**src/assert_macros.svh**
```systemverilog
// ----------------------------------------------------------------------------
// assert_macros.svh
// Concurrent assertion helpers, clocked on clk, disabled while rst_n is low.
// ----------------------------------------------------------------------------
`ifndef ASSERT_MACROS_SVH
`define ASSERT_MACROS_SVH
`ifndef SYNTHESIS
`define ASSERT_IMP(lbl, ante, cons) \
    lbl: assert property (@(posedge clk) disable iff (!rst_n) (ante) |-> (cons)) \
        else $error("assertion failed");
`define ASSERT_NXT(lbl, ante, cons) \
    lbl: assert property (@(posedge clk) disable iff (!rst_n) (ante) |=> (cons)) \
        else $error("assertion failed");
`else
`define ASSERT_IMP(lbl, ante, cons)
`define ASSERT_NXT(lbl, ante, cons)
`endif
`endif

```
**src/rmts_pkg.sv**
```systemverilog
// ----------------------------------------------------------------------------
// rmts_pkg
// Shared constants and types of the rate-monotonic tick scheduler.
// ----------------------------------------------------------------------------
package rmts_pkg;

    localparam int TASK_COUNT = 4;
    localparam int SLOTS      = 4;
    localparam int SLOT_W     = 2;
    localparam int DATA_W     = 16;
    localparam int CFG_IDX_W  = 4;
    localparam int IN_TDATA_W  = 8;
    localparam int OUT_TDATA_W = 8;

    localparam logic [CFG_IDX_W-1:0] REG_PERIOD_BASE = CFG_IDX_W'(0);
    localparam logic [CFG_IDX_W-1:0] REG_BUDGET_BASE = CFG_IDX_W'(SLOTS);
    localparam logic [CFG_IDX_W-1:0] REG_END         = CFG_IDX_W'(2 * SLOTS);

    typedef struct packed {
        logic              found;
        logic [DATA_W-1:0] period;
        logic [SLOT_W-1:0] idx;
    } chain_t;

endpackage

```
**src/rmts_cell.sv**
```systemverilog
// ----------------------------------------------------------------------------
// rmts_cell
// One task slot: release countdown, remaining work, and a stage of the
// shortest-period priority chain.
// ----------------------------------------------------------------------------
module rmts_cell
(
    input  logic                           clk,
    input  logic                           rst_n,
    input  logic                           tick,
    input  logic                           restart,
    input  logic [rmts_pkg::SLOT_W-1:0]    cell_idx,
    input  logic [rmts_pkg::DATA_W-1:0]    period,
    input  logic [rmts_pkg::DATA_W-1:0]    budget,
    input  rmts_pkg::chain_t               chain_in,
    input  rmts_pkg::chain_t               winner,
    output rmts_pkg::chain_t               chain_out,
    output logic                           released,
    output logic                           granted
);
    import rmts_pkg::*;

    logic [DATA_W-1:0] countdown_reg, countdown_next;
    logic [DATA_W-1:0] work_reg, work_next;
    logic [DATA_W-1:0] cd_eff;
    logic [DATA_W-1:0] work_eff;
    logic              active;
    logic              candidate;

    assign active   = (period != '0);
    assign cd_eff   = restart ? '0 : countdown_reg;
    assign released = active && (cd_eff == '0);
    assign work_eff = released ? budget : (restart ? '0 : work_reg);
    assign candidate = active && (work_eff != '0);

    always_comb
    begin
        chain_out = chain_in;
        if (candidate && (!chain_in.found || period < chain_in.period))
        begin
            chain_out.found  = 1'b1;
            chain_out.period = period;
            chain_out.idx    = cell_idx;
        end
    end

    assign granted = winner.found && (winner.idx == cell_idx);

    always_comb
    begin
        if (!active)
        begin
            countdown_next = '0;
            work_next      = '0;
        end
        else
        begin
            countdown_next = released ? period - DATA_W'(1) : cd_eff - DATA_W'(1);
            work_next      = granted ? work_eff - DATA_W'(1) : work_eff;
        end
    end

    always_ff @(posedge clk or negedge rst_n)
    begin
        if (!rst_n)
        begin
            countdown_reg <= '0;
            work_reg      <= '0;
        end
        else if (tick)
        begin
            countdown_reg <= countdown_next;
            work_reg      <= work_next;
        end
    end

endmodule

```
**src/rate_monotonic_tick_scheduler.sv**
```systemverilog
// ----------------------------------------------------------------------------
// rate_monotonic_tick_scheduler
// The result is registered from the tick transaction.
// Throughput: one tick per cycle unless an untaken result holds off
// s_tready; the priority chain through the task cells is combinational.
// Reset clears all period, budget, countdown and work registers; the first
// tick after reset or restart releases every enabled task.
// ----------------------------------------------------------------------------
`include "assert_macros.svh"
module rate_monotonic_tick_scheduler
(
    input  logic                              clk,
    input  logic                              rst_n,
    input  logic                              s_tvalid,
    output logic                              s_tready,
    input  logic [rmts_pkg::IN_TDATA_W-1:0]   s_tdata,   // [0] restart
    output logic                              m_tvalid,
    input  logic                              m_tready,
    output logic [rmts_pkg::OUT_TDATA_W-1:0]  m_tdata,   // [0] busy_res,
                                                         // [2:1] running_task,
                                                         // [6:3] released_mask
    input  logic                              cfg_we,
    input  logic [rmts_pkg::CFG_IDX_W-1:0]    cfg_index,
    input  logic [rmts_pkg::DATA_W-1:0]       cfg_data
);
    import rmts_pkg::*;

    logic [DATA_W-1:0]      period_reg [SLOTS];
    logic [DATA_W-1:0]      budget_reg [SLOTS];
    logic                   m_tvalid_reg;
    logic [OUT_TDATA_W-1:0] m_tdata_reg;
    logic [OUT_TDATA_W-1:0] m_tdata_next;

    chain_t                 chain [TASK_COUNT+1];
    logic [TASK_COUNT-1:0]  released;
    logic [TASK_COUNT-1:0]  grant;
    logic [SLOTS-1:0]       mask;
    logic [SLOT_W-1:0]      run_idx;
    logic                   tick;

    always_ff @(posedge clk or negedge rst_n)
    begin
        if (!rst_n)
        begin
            for (int i = 0; i < SLOTS; i++)
            begin
                period_reg[i] <= '0;
                budget_reg[i] <= '0;
            end
        end
        else if (cfg_we)
        begin
            if (cfg_index < REG_BUDGET_BASE)
                period_reg[cfg_index[SLOT_W-1:0]] <= cfg_data;
            else if (cfg_index < REG_END)
                budget_reg[cfg_index[SLOT_W-1:0]] <= cfg_data;
        end
    end

    assign s_tready = !m_tvalid_reg || m_tready;
    assign tick     = s_tvalid && s_tready;

    assign chain[0] = '0;

    genvar g;
    generate
        for (g = 0; g < TASK_COUNT; g++)
        begin : g_cell
            rmts_cell u_cell
            (
                .clk      (clk),
                .rst_n    (rst_n),
                .tick     (tick),
                .restart  (s_tdata[0]),
                .cell_idx (SLOT_W'(g)),
                .period   (period_reg[g]),
                .budget   (budget_reg[g]),
                .chain_in (chain[g]),
                .winner   (chain[TASK_COUNT]),
                .chain_out(chain[g+1]),
                .released (released[g]),
                .granted  (grant[g])
            );
        end
    endgenerate

    assign mask    = SLOTS'(released);
    assign run_idx = chain[TASK_COUNT].found ? chain[TASK_COUNT].idx : '0;
    assign m_tdata_next = OUT_TDATA_W'({mask, run_idx, chain[TASK_COUNT].found});

    always_ff @(posedge clk or negedge rst_n)
    begin
        if (!rst_n)
            m_tvalid_reg <= 1'b0;
        else if (s_tready)
            m_tvalid_reg <= s_tvalid;
    end

    always_ff @(posedge clk)
    begin
        if (tick)
            m_tdata_reg <= m_tdata_next;
    end

    assign m_tvalid = m_tvalid_reg;
    assign m_tdata  = m_tdata_reg;

    `ASSERT_NXT(a_tick_gives_result, tick, m_tvalid)
    `ASSERT_IMP(a_idle_index_zero, m_tvalid && !m_tdata[0], m_tdata[2:1] == '0)
    `ASSERT_IMP(a_single_grant, tick, $onehot0(grant))

endmodule

```
**config.mk**
```make
export PLATFORM = sky130hd
export DESIGN_NAME = rate_monotonic_tick_scheduler
export DESIGN_NICKNAME = d
export VERILOG_FILES = /design/src/rmts_pkg.sv /design/src/rmts_cell.sv /design/src/rate_monotonic_tick_scheduler.sv
export VERILOG_INCLUDE_DIRS = /design/src /design/src/src
export SDC_FILE = /design/constraint.sdc
export NUM_CORES = 1
export LEC_CHECK = 0
export BUFFER_PORTS_ARGS = -buffer_cell sky130_fd_sc_hd__buf_2
export CAP_MARGIN = 10
export CELL_PAD_IN_SITES_DETAIL_PLACEMENT = 1
export CELL_PAD_IN_SITES_GLOBAL_PLACEMENT = 1
export CORE_AREA = 2 2 245 247
export DETAILED_ROUTE_END_ITERATION = 6
export DIE_AREA = 0 0 247 249
export PLACE_DENSITY = 0.51
export SLEW_MARGIN = 30
export SYNTH_ARGS = -nofsm -noshare
export SYNTH_HDL_FRONTEND = slang
export SYNTH_SLANG_ARGS = --single-unit
export TNS_END_PERCENT = 30
```
**constraint.sdc**
```tcl
create_clock -name clk -period 12.2 [get_ports clk]
set_input_delay 2.44 -clock clk [delete_from_list [all_inputs] [get_ports clk]]
set_output_delay 2.44 -clock clk [all_outputs]
set_load 0.02 [all_outputs]
```
### Yosys cells after proc, flatten, opt, wreduce, memory -nomap -nowiden

Cells that the tools add are included.

* bits in registers: 264
* latch bits: 0
* memory bits (writable): 0
* ROM bits: 0
* input bits: 33
* word-level logic and storage cells: 119
* memories: 0

* $add $sub $neg: 12
* multiply operators: 0
* divide/modulo/power cells: 0
* magnitude comparators: 7
* equality and inequality tests: 3
* shift operators: 0
* multiplexer cells: 36
* bitwise operators: 2
* reductions and logical operators: 40

Operators by type and width (number)
* two-way mux 16 bit: 29
* subtractor 16 x 1 -> 16 bit (second input constant): 12
* bitwise mux 64 bit: 2
* nonzero test 16 bit: 8
* two-way mux 19 bit: 4
* zero test 16 bit: 4
* < comparator 16 bit: 3
* demux 16 bit (select 2 bit): 1
* logical AND 1 bit: 17
* == test 2 bit (second input constant): 2
* zero test 1 bit: 4
* logical OR 1 bit: 4
* < comparator 4 x 3 -> 1 bit (second input constant): 1
* < comparator 4 bit (second input constant): 1
* greater-or-equal comparator 3 bit (second input constant): 1
* < comparator 3 x 1 -> 1 bit (second input constant): 1
* inverter 2 -> 3 bit: 1
* AND reduction 3 bit: 1
* == test 2 x 1 -> 1 bit (second input constant): 1
* zero test 2 bit: 1
* AND reduction 2 bit: 1
* inverter 1 bit: 1

### Longest topological paths before layout

Gate-level depths: netlist of the first run.

* depth in word-level cells: 23
* gate-level depth with buffers: 49
* depth with buffers taken out: 42

### Cells and area by module

From an unflattened synthesis of the first run, not the netlist that was laid out.

* cells, all modules: 2168
* area total of the unflattened synthesis: 20133.1 um^2

Modules (own cells, without submodules)
* rmts_cell at g_cell[0].u_cell ...: instances 2, cells each 467, area an instance 3738.6 um^2, sequential area each 800.8 um^2
* rmts_cell at g_cell[2].u_cell ...: instances 2, cells each 468, area an instance 3711.1 um^2, sequential area each 800.8 um^2
* rate_monotonic_tick_scheduler: instances 1, cells each 298, area an instance 5233.8 um^2, sequential area each 3438.3 um^2

### Worst setup path before layout of the first run

OpenSTA, ideal clock, no wires.

* kind: input-to-reg
* from: input s_tdata[0] (netlist bit)
* to: register g_cell[3].u_cell.work_reg[14]
* library setup time: 0.096 ns
* arrival: 11.751 ns
* slack: 0.353 ns
* stages on the path: 47
* buffers on the path: 10
* cells stage by stage: clkbuf_1 clkbuf_1 a21oi_1 nor2_1 clkbuf_1 a21oi_1 ha_1 nor4bb_1 a211oi_2 buf_2 buf_1 nand2_1 ha_1 a21oi_1 nand2_1 a221oi_1 a21bo_2 a211oi_1 [... 11 more ...] buf_2 buf_1 nand2_1 o21ai_0 ha_1 a21o_1 a21o_1 a21oi_1 a21oi_1 a221oi_1 nor2_1 a311oi_4 and2_1 buf_4 buf_6 o2111ai_1 xnor2_1 o31ai_1

* word-level cells in the longest chain between the ends: 23
* elaborated cells between the ends (all ways): 49
* classes of those cells: add/sub: 1; order compare: 3; eq/ne: 1; mux: 18; reduce/logical: 26

RTL lines
* from (decl): line rate_monotonic_tick_scheduler.sv:16 `input logic [rmts_pkg::IN_TDATA_W-1:0] s_tdata,`
* two-way mux 16 bit: line rmts_cell.sv:31 `assign cd_eff = restart ? '0 : countdown_reg;`
* zero test 16 bit: line rmts_cell.sv:32 `assign released = active && (cd_eff == '0);`
* logical AND 1 bit: line rmts_cell.sv:32
* two-way mux 16 bit: line rmts_cell.sv:33 `assign work_eff = released ? budget : (restart ? '0 : work_reg);`
* nonzero test 16 bit: line rmts_cell.sv:34 `assign candidate = active && (work_eff != '0);`
* logical AND 1 bit: line rmts_cell.sv:34
* two-way mux 19 bit: line rmts_cell.sv:39 `if (candidate && (!chain_in.found || period < chain_in.period))`
* < comparator 16 bit or zero test 1 bit (tied branches): line rmts_cell.sv:39
* [... 7 more ...]
* < comparator 16 bit or zero test 1 bit (tied branches): line rmts_cell.sv:39
* logical OR 1 bit: line rmts_cell.sv:39
* logical AND 1 bit: line rmts_cell.sv:39
* two-way mux 19 bit: line rmts_cell.sv:39
* == test 2 bit: line rmts_cell.sv:47 `assign granted = winner.found && (winner.idx == cell_idx);`
* logical AND 1 bit: line rmts_cell.sv:47
* two-way mux 16 bit (*): line rmts_cell.sv:59 `work_next = granted ? work_eff - DATA_W'(1) : work_eff;`
* two-way mux 16 bit (*): line rmts_cell.sv:51 `if (!active)`
* to (signal assigned): line rmts_cell.sv:73 `work_reg <= work_next;`
* to (decl): line rmts_cell.sv:24 `logic [DATA_W-1:0] work_reg, work_next;`

Every way passes the cells marked *; elsewhere a longest branch is shown, timed or not.
A chain may end at the register's enable or synchronous reset.

### Worst setup path in the final report of the first run

* from: input s_tdata[0] (netlist bit)
* to: register g_cell[3].u_cell.work_reg[9]

Same word-level chain as after synthesis.

==> results.yml, run 1 <==
run_status:
  status: "completed"
power:
  ir_drop_mv: 0.110
  p_leak_nw: 8.04
  p_per_area_nw_per_um2: 235
synth:
  synth_edf_count: 7
  yosys.cell_types.count: 77
  yosys_most_used_dff: "dfrtp_1"
  synth_area_leaders: "dfrtp_1, mux2_2, nand2_1, o21ai_0, ha_1"
  synth_nets: 1972
  synth_area_leader_cell: "dfrtp_1"
  ys_seq_elements: 264
  ys_warn_count: 0
  netlist.area_leader.share: 0.379
  synth_cells: 1886
  ys_top_cells_by_count: "dfrtp_1, nand2_1, o21ai_0"
  synth_area_um2: 17000
  ys_seq_area_frac: 0.391
  yosysMostFrequentCell: "dfrtp_1"
  syn_area_per_cell_um2: 9.00
  async_flop_share: 0.973
clock_network:
  cts_tree: "done"
  cts_buffers: 36
  clock_sinks: 264
  cts_resized: 0
  cts.reportedPaths.clkPinSlew_ns: 0.05
  cts_buffer_depth: 3
  cts-root-buf: "clkbuf_16"
  htreeDepth: 2
  worstSkewPairLatency_ns: 0.55
sta:
  finalSetupViolCount: 0
  setup_tns_ns: 0
  finalHoldViolCount: 0
  relSlewSlack: 0.357
  fmax_ghz: 0.0875
  rsz0062_at_grt: "false"
  worst_hold_slack_ns: 0.489
  period_share: 0.937
  fin_worst_skew_ns: 0.0123
  worst_pin_slew_ns: 0.940
  final.min_clock_period_ns: 11.43
  maxSlewViolCount: 0
final_layout:
  utilization: 0.330
  drive_gt1_frac: 0.166
  final_nets: 1988
  area_delta_synth_final_pct: 14.3
  diodes: 0
floorplan:
  core_area_um2: 58700
  pin_count: 43
  die_h_um: 249
  rows: 89
  die_x_um: 247
  initial_core_util: 0.289
  dieArea_um2: 61500
placed_design:
  port_buffers: 34
  place_congestion: 0.830
  hpwlAfterDp_um: 44000
detailed_routing:
  firstDrtPassIters: 5
  ant_nets: 0
  num_vias: 15100
  via_per_inst: 5.60
  routedWlPerCell_um: 23.6
  routed_wirelength_um: 63700
  drc: 0
  drt_iter0_drc: 876
worst_setup_path:
  end_kind: "register"
  crit_type: "input port to register"
  startpoint_type: "input port"
  critPathRequiredTime_ns: 12.63
  crit_path_max_fanout: 19
  cpMostUsedCell: "buf_4"
  arrival_ns: 11.86
  slowest_stage: "a2111oi_0"
  cp_slowest_stage_delay_ns: 0.82
grt:
  grt_max_degree: 68
  overflow: 0
  grt_pass1_vias: 16100
  grt_usage: 0.209
  antenna_found_initial: 5
  grt_pass1_wl_um: 99700
worst_hold_path:
  hold_path_class: "register to register"
run:
  drv_cap: 0
==> stage by stage <==
step                worst slack (ns)  cells  area, um2  power [mW]
floorplan                      0.353   1886      17000        2.79
global placement              0.0956   2633      18100        3.43
detailed placement           -0.0388   2635      18200        3.49
CTS                            0.509   2698      19400        4.60
global route                   0.217   2700      19400        4.93
finish                         0.765   2700      19400        4.56
==> per-layer routing <==
metal,part of all wire,global-route usage,up-vias
met3,0.033,0.0241,69
met1,0.47,0.289,7792
met2,0.47,0.346,222
met4,0.020,0.0482,0
li1,-,-,7038
met5,0,0,-
==> cells in the final DEF (no fill, tap or decap), drive strengths merged, types with 22 or more instances in the layout <==
master	count
clkbuf	56
mux2	128
nor2	118
ha	53
nor3	60
a22o	24
nand2	230
xnor2	47
nor4	39
o21a	22
and3	50
nand3	56
a22oi	51
o31ai	31
dfrtp	257
nand4	27
o21ai	164
a21oi	111
buf	91
xor2	31
==> kinds of logic after synthesis <==
logic type,Yosys count,share of synthesized area
muxes,145,0.0950
and+or+nand+nor,672,0.194
other,1,0.000221
xor gates and xnor gates,78,0.0403
DFF,264,0.391
AOI/OAI and AO/OA,537,0.208
buffers and inverters,136,0.0318
adders and majority gates,53,0.0391
==> final timing paths <==
check                                                     end  slack (ns)                          start  cells after the start
max in group asynchronous                       period_reg[4]        8.41                          rst_n                      3
worst max-delay path             g_cell[3].u_cell.work_reg[9]        0.77                     s_tdata[0]                     40
worst min-delay path            g_cell[3].u_cell.work_reg[14]        0.49  g_cell[3].u_cell.work_reg[14]                      2
worst max register to register   g_cell[3].u_cell.work_reg[9]        1.32                 period_reg[48]                     42
worst min register to register  g_cell[3].u_cell.work_reg[14]        0.49  g_cell[3].u_cell.work_reg[14]                      2
min in group asynchronous       g_cell[2].u_cell.work_reg[10]        1.83                          rst_n                      1
==> critical path: cells and delay by family <==
kind / cells / cell delay [ns]
AOI/OAI and AO/OA: 23 / 6.04
xor gates and xnor gates: 1 / 0.19
adders and majority gates: 4 / 1.16
buffers and inverters: 6 / 1.17
and+or+nand+nor: 6 / 0.88
==> power by group <==
part	total, mW	internal, mW	switching, mW
Clock	1.07	0.653	0.421
Combinational	1.99	0.825	1.17
Sequential	1.50	1.16	0.343
==> what timing repair did <==
| action | 4_1_cts | 5_1_grt |
|---|---|---|
| endpoints found under the hold margin | 0 | 0 |
| setup endpoints to repair | 0 | 4 |
| hold buffers | 0 | 0 |
| buffers inserted | 0 | 0 |
==> layout make-up <==
class                      count  area, um2
clock buffer                  56       1130
clock inverter                 7       60.1
fill                        6767      39300
inverter                      22       83.8
multi-input combinational   1487       9880
sequential                   264       6640
tap                          773        967
timing repair buffer          91        629
Power figures use the tool's default switching activity.
==> run 2: changes to the inputs <==
- clock period: 12.2 -> 12.46 ns (I/O delays scaled with it)
==> results.yml, run 2 (synthesized netlist as in run 1, its figures left out) <==
run_status:
  status: "completed"
sta:
  final.min_clock_period_ns: 11.60
  relSlewSlack: 0.384
  maxSlewViolCount: 0
  rsz0062_at_grt: "false"
  fin_worst_skew_ns: 0.0128
  setup_tns_ns: 0
  period_share: 0.931
  worst_pin_slew_ns: 0.923
  finalHoldViolCount: 0
  fmax_ghz: 0.0862
  finalSetupViolCount: 0
worst_setup_path:
  arrival_ns: 12.03
  cpMostUsedCell: "o21a_1"
  crit_path_max_fanout: 24
  startpoint_type: "input port"
  crit_type: "input port to register"
  slowest_stage: "a2111oi_0"
  end_kind: "register"
  cp_slowest_stage_delay_ns: 0.74
  ff2ff_path_depth: 39
  critPathRequiredTime_ns: 12.89
floorplan:
  initial_core_util: 0.289
  dieArea_um2: 61500
  pin_count: 43
  core_area_um2: 58700
  die_h_um: 249
  rows: 89
  die_x_um: 247
final_layout:
  drive_gt1_frac: 0.162
  utilization: 0.332
  fin_cells: 2692
  design_area_um2: 19500
  final_nets: 1979
  mostFrequentLayoutCells: "dfrtp_1, nand2_1, o21ai_0"
  area_delta_synth_final_pct: 14.7
  layout_commonest_cell: "dfrtp_1"
worst_hold_path:
  hold_path_class: "register to register"
  min_delay_path_depth: 2
detailed_routing:
  routed_wirelength_um: 64500
  drc: 0
  via_per_inst: 5.66
  routedWlPerCell_um: 24.0
  num_vias: 15200
  drt_iter0_drc: 917
  firstDrtPassIters: 5
  ant_nets: 0
power:
  p_per_area_nw_per_um2: 233
  p_leak_nw: 8.05
  ir_drop_mv: 0.137
clock_network:
  cts_buffers: 36
  htreeDepth: 2
  cts_buffer_depth: 3
  cts-root-buf: "clkbuf_16"
  worstSkewPairLatency_ns: 0.55
  clock_sinks: 264
  hold_buffers: 0
  cts_tree: "done"
  cts.reportedPaths.clkPinSlew_ns: 0.06
grt:
  overflow: 0
  grt_pass1_wl_um: 99200
  grt_usage: 0.209
  grt_max_degree: 157
  antenna_found_initial: 7
  grt_pass1_vias: 15800
run:
  drv_cap: 0
placed_design:
  place_congestion: 0.817
  hpwlAfterDp_um: 43100
  port_buffers: 34
  dpl_cell_area_um2: 18100
  placed_cells: 2625
## run 2: cell count changes in the layout (fill, tap and decap cells not counted)
cell / delta
nor4_2: -1
diode_2: +1
buf_6: -4
clkinvlp_4: +1
buf_12: +2
bufinv_16: +4
buf_16: +2
inv_6: +1
clkbuf_8: -5
clkinv_2: -1
buf_4: -10
buf_8: +1
nor4_4: +1
## run 2: power breakdown
part | internal (mW) | switching (mW) | total (mW)
combinational | 0.793 | 1.14 | 1.94
sequential | 1.13 | 0.341 | 1.47
clock | 0.694 | 0.424 | 1.12
## run 2: worst paths after layout
kind                                              startpoint                             to  slack (ns)
min in group asynchronous                              rst_n  g_cell[2].u_cell.work_reg[13]        1.88
max in group asynchronous                              rst_n                  period_reg[5]        9.35
worst min-delay path            g_cell[0].u_cell.work_reg[0]   g_cell[0].u_cell.work_reg[0]        0.48
worst max-delay path                              s_tdata[0]  g_cell[3].u_cell.work_reg[13]        0.86
worst min register to register  g_cell[0].u_cell.work_reg[0]   g_cell[0].u_cell.work_reg[0]        0.48
worst max register to register                period_reg[48]  g_cell[3].u_cell.work_reg[13]        1.54
## run 2: repair_timing
item                                    CTS  global route
gates resized for setup                   0             0
endpoints found under the setup margin    0             4
buffers inserted                          0             0
## run 2: layout make-up
cell class,count,area (um2)
fillers,6717,39200
multi-input cells,1487,9890
flip-flops and latches,264,6640
clock buffers,51,1060
well taps,773,967
repair buffers,82,619
clock inverters,12,191
inverters,22,83.8
diodes,1,2.50
## run 2: through the flow
| step | total power [mW] | hold slack [ns] | setup slack [ns] |
|---|---|---|---|
| after global routing | 4.87 | 0.496 | 0.206 |
| after CTS | 4.56 | 0.490 | 0.656 |
| after floorplan | 2.73 | 0.442 | 0.561 |
| after global placement | 3.35 | 0.468 | 0.229 |
| after detailed placement | 3.40 | 0.477 | 0.107 |
| final | 4.53 | 0.483 | 0.863 |
## run 2: layer usage
metal	global-route usage	share of wire	up-vias
li1	-	-	7036
met1	0.293	0.48	7857
met5	0	0.00023	-
met2	0.337	0.46	256
met4	0.0566	0.023	2
met3	0.0268	0.036	83
## run 2: worst max-delay path, delay by kind of cell
| kind | cells | cell delay (ns) |
|---|---|---|
| AOI/OAI and AO/OA | 23 | 6.29 |
| xor gates and xnor gates | 1 | 0.18 |
| adders and majority gates | 4 | 1.13 |
| buffers and inverters | 5 | 1.09 |
| and+or+nand+nor | 5 | 0.83 |
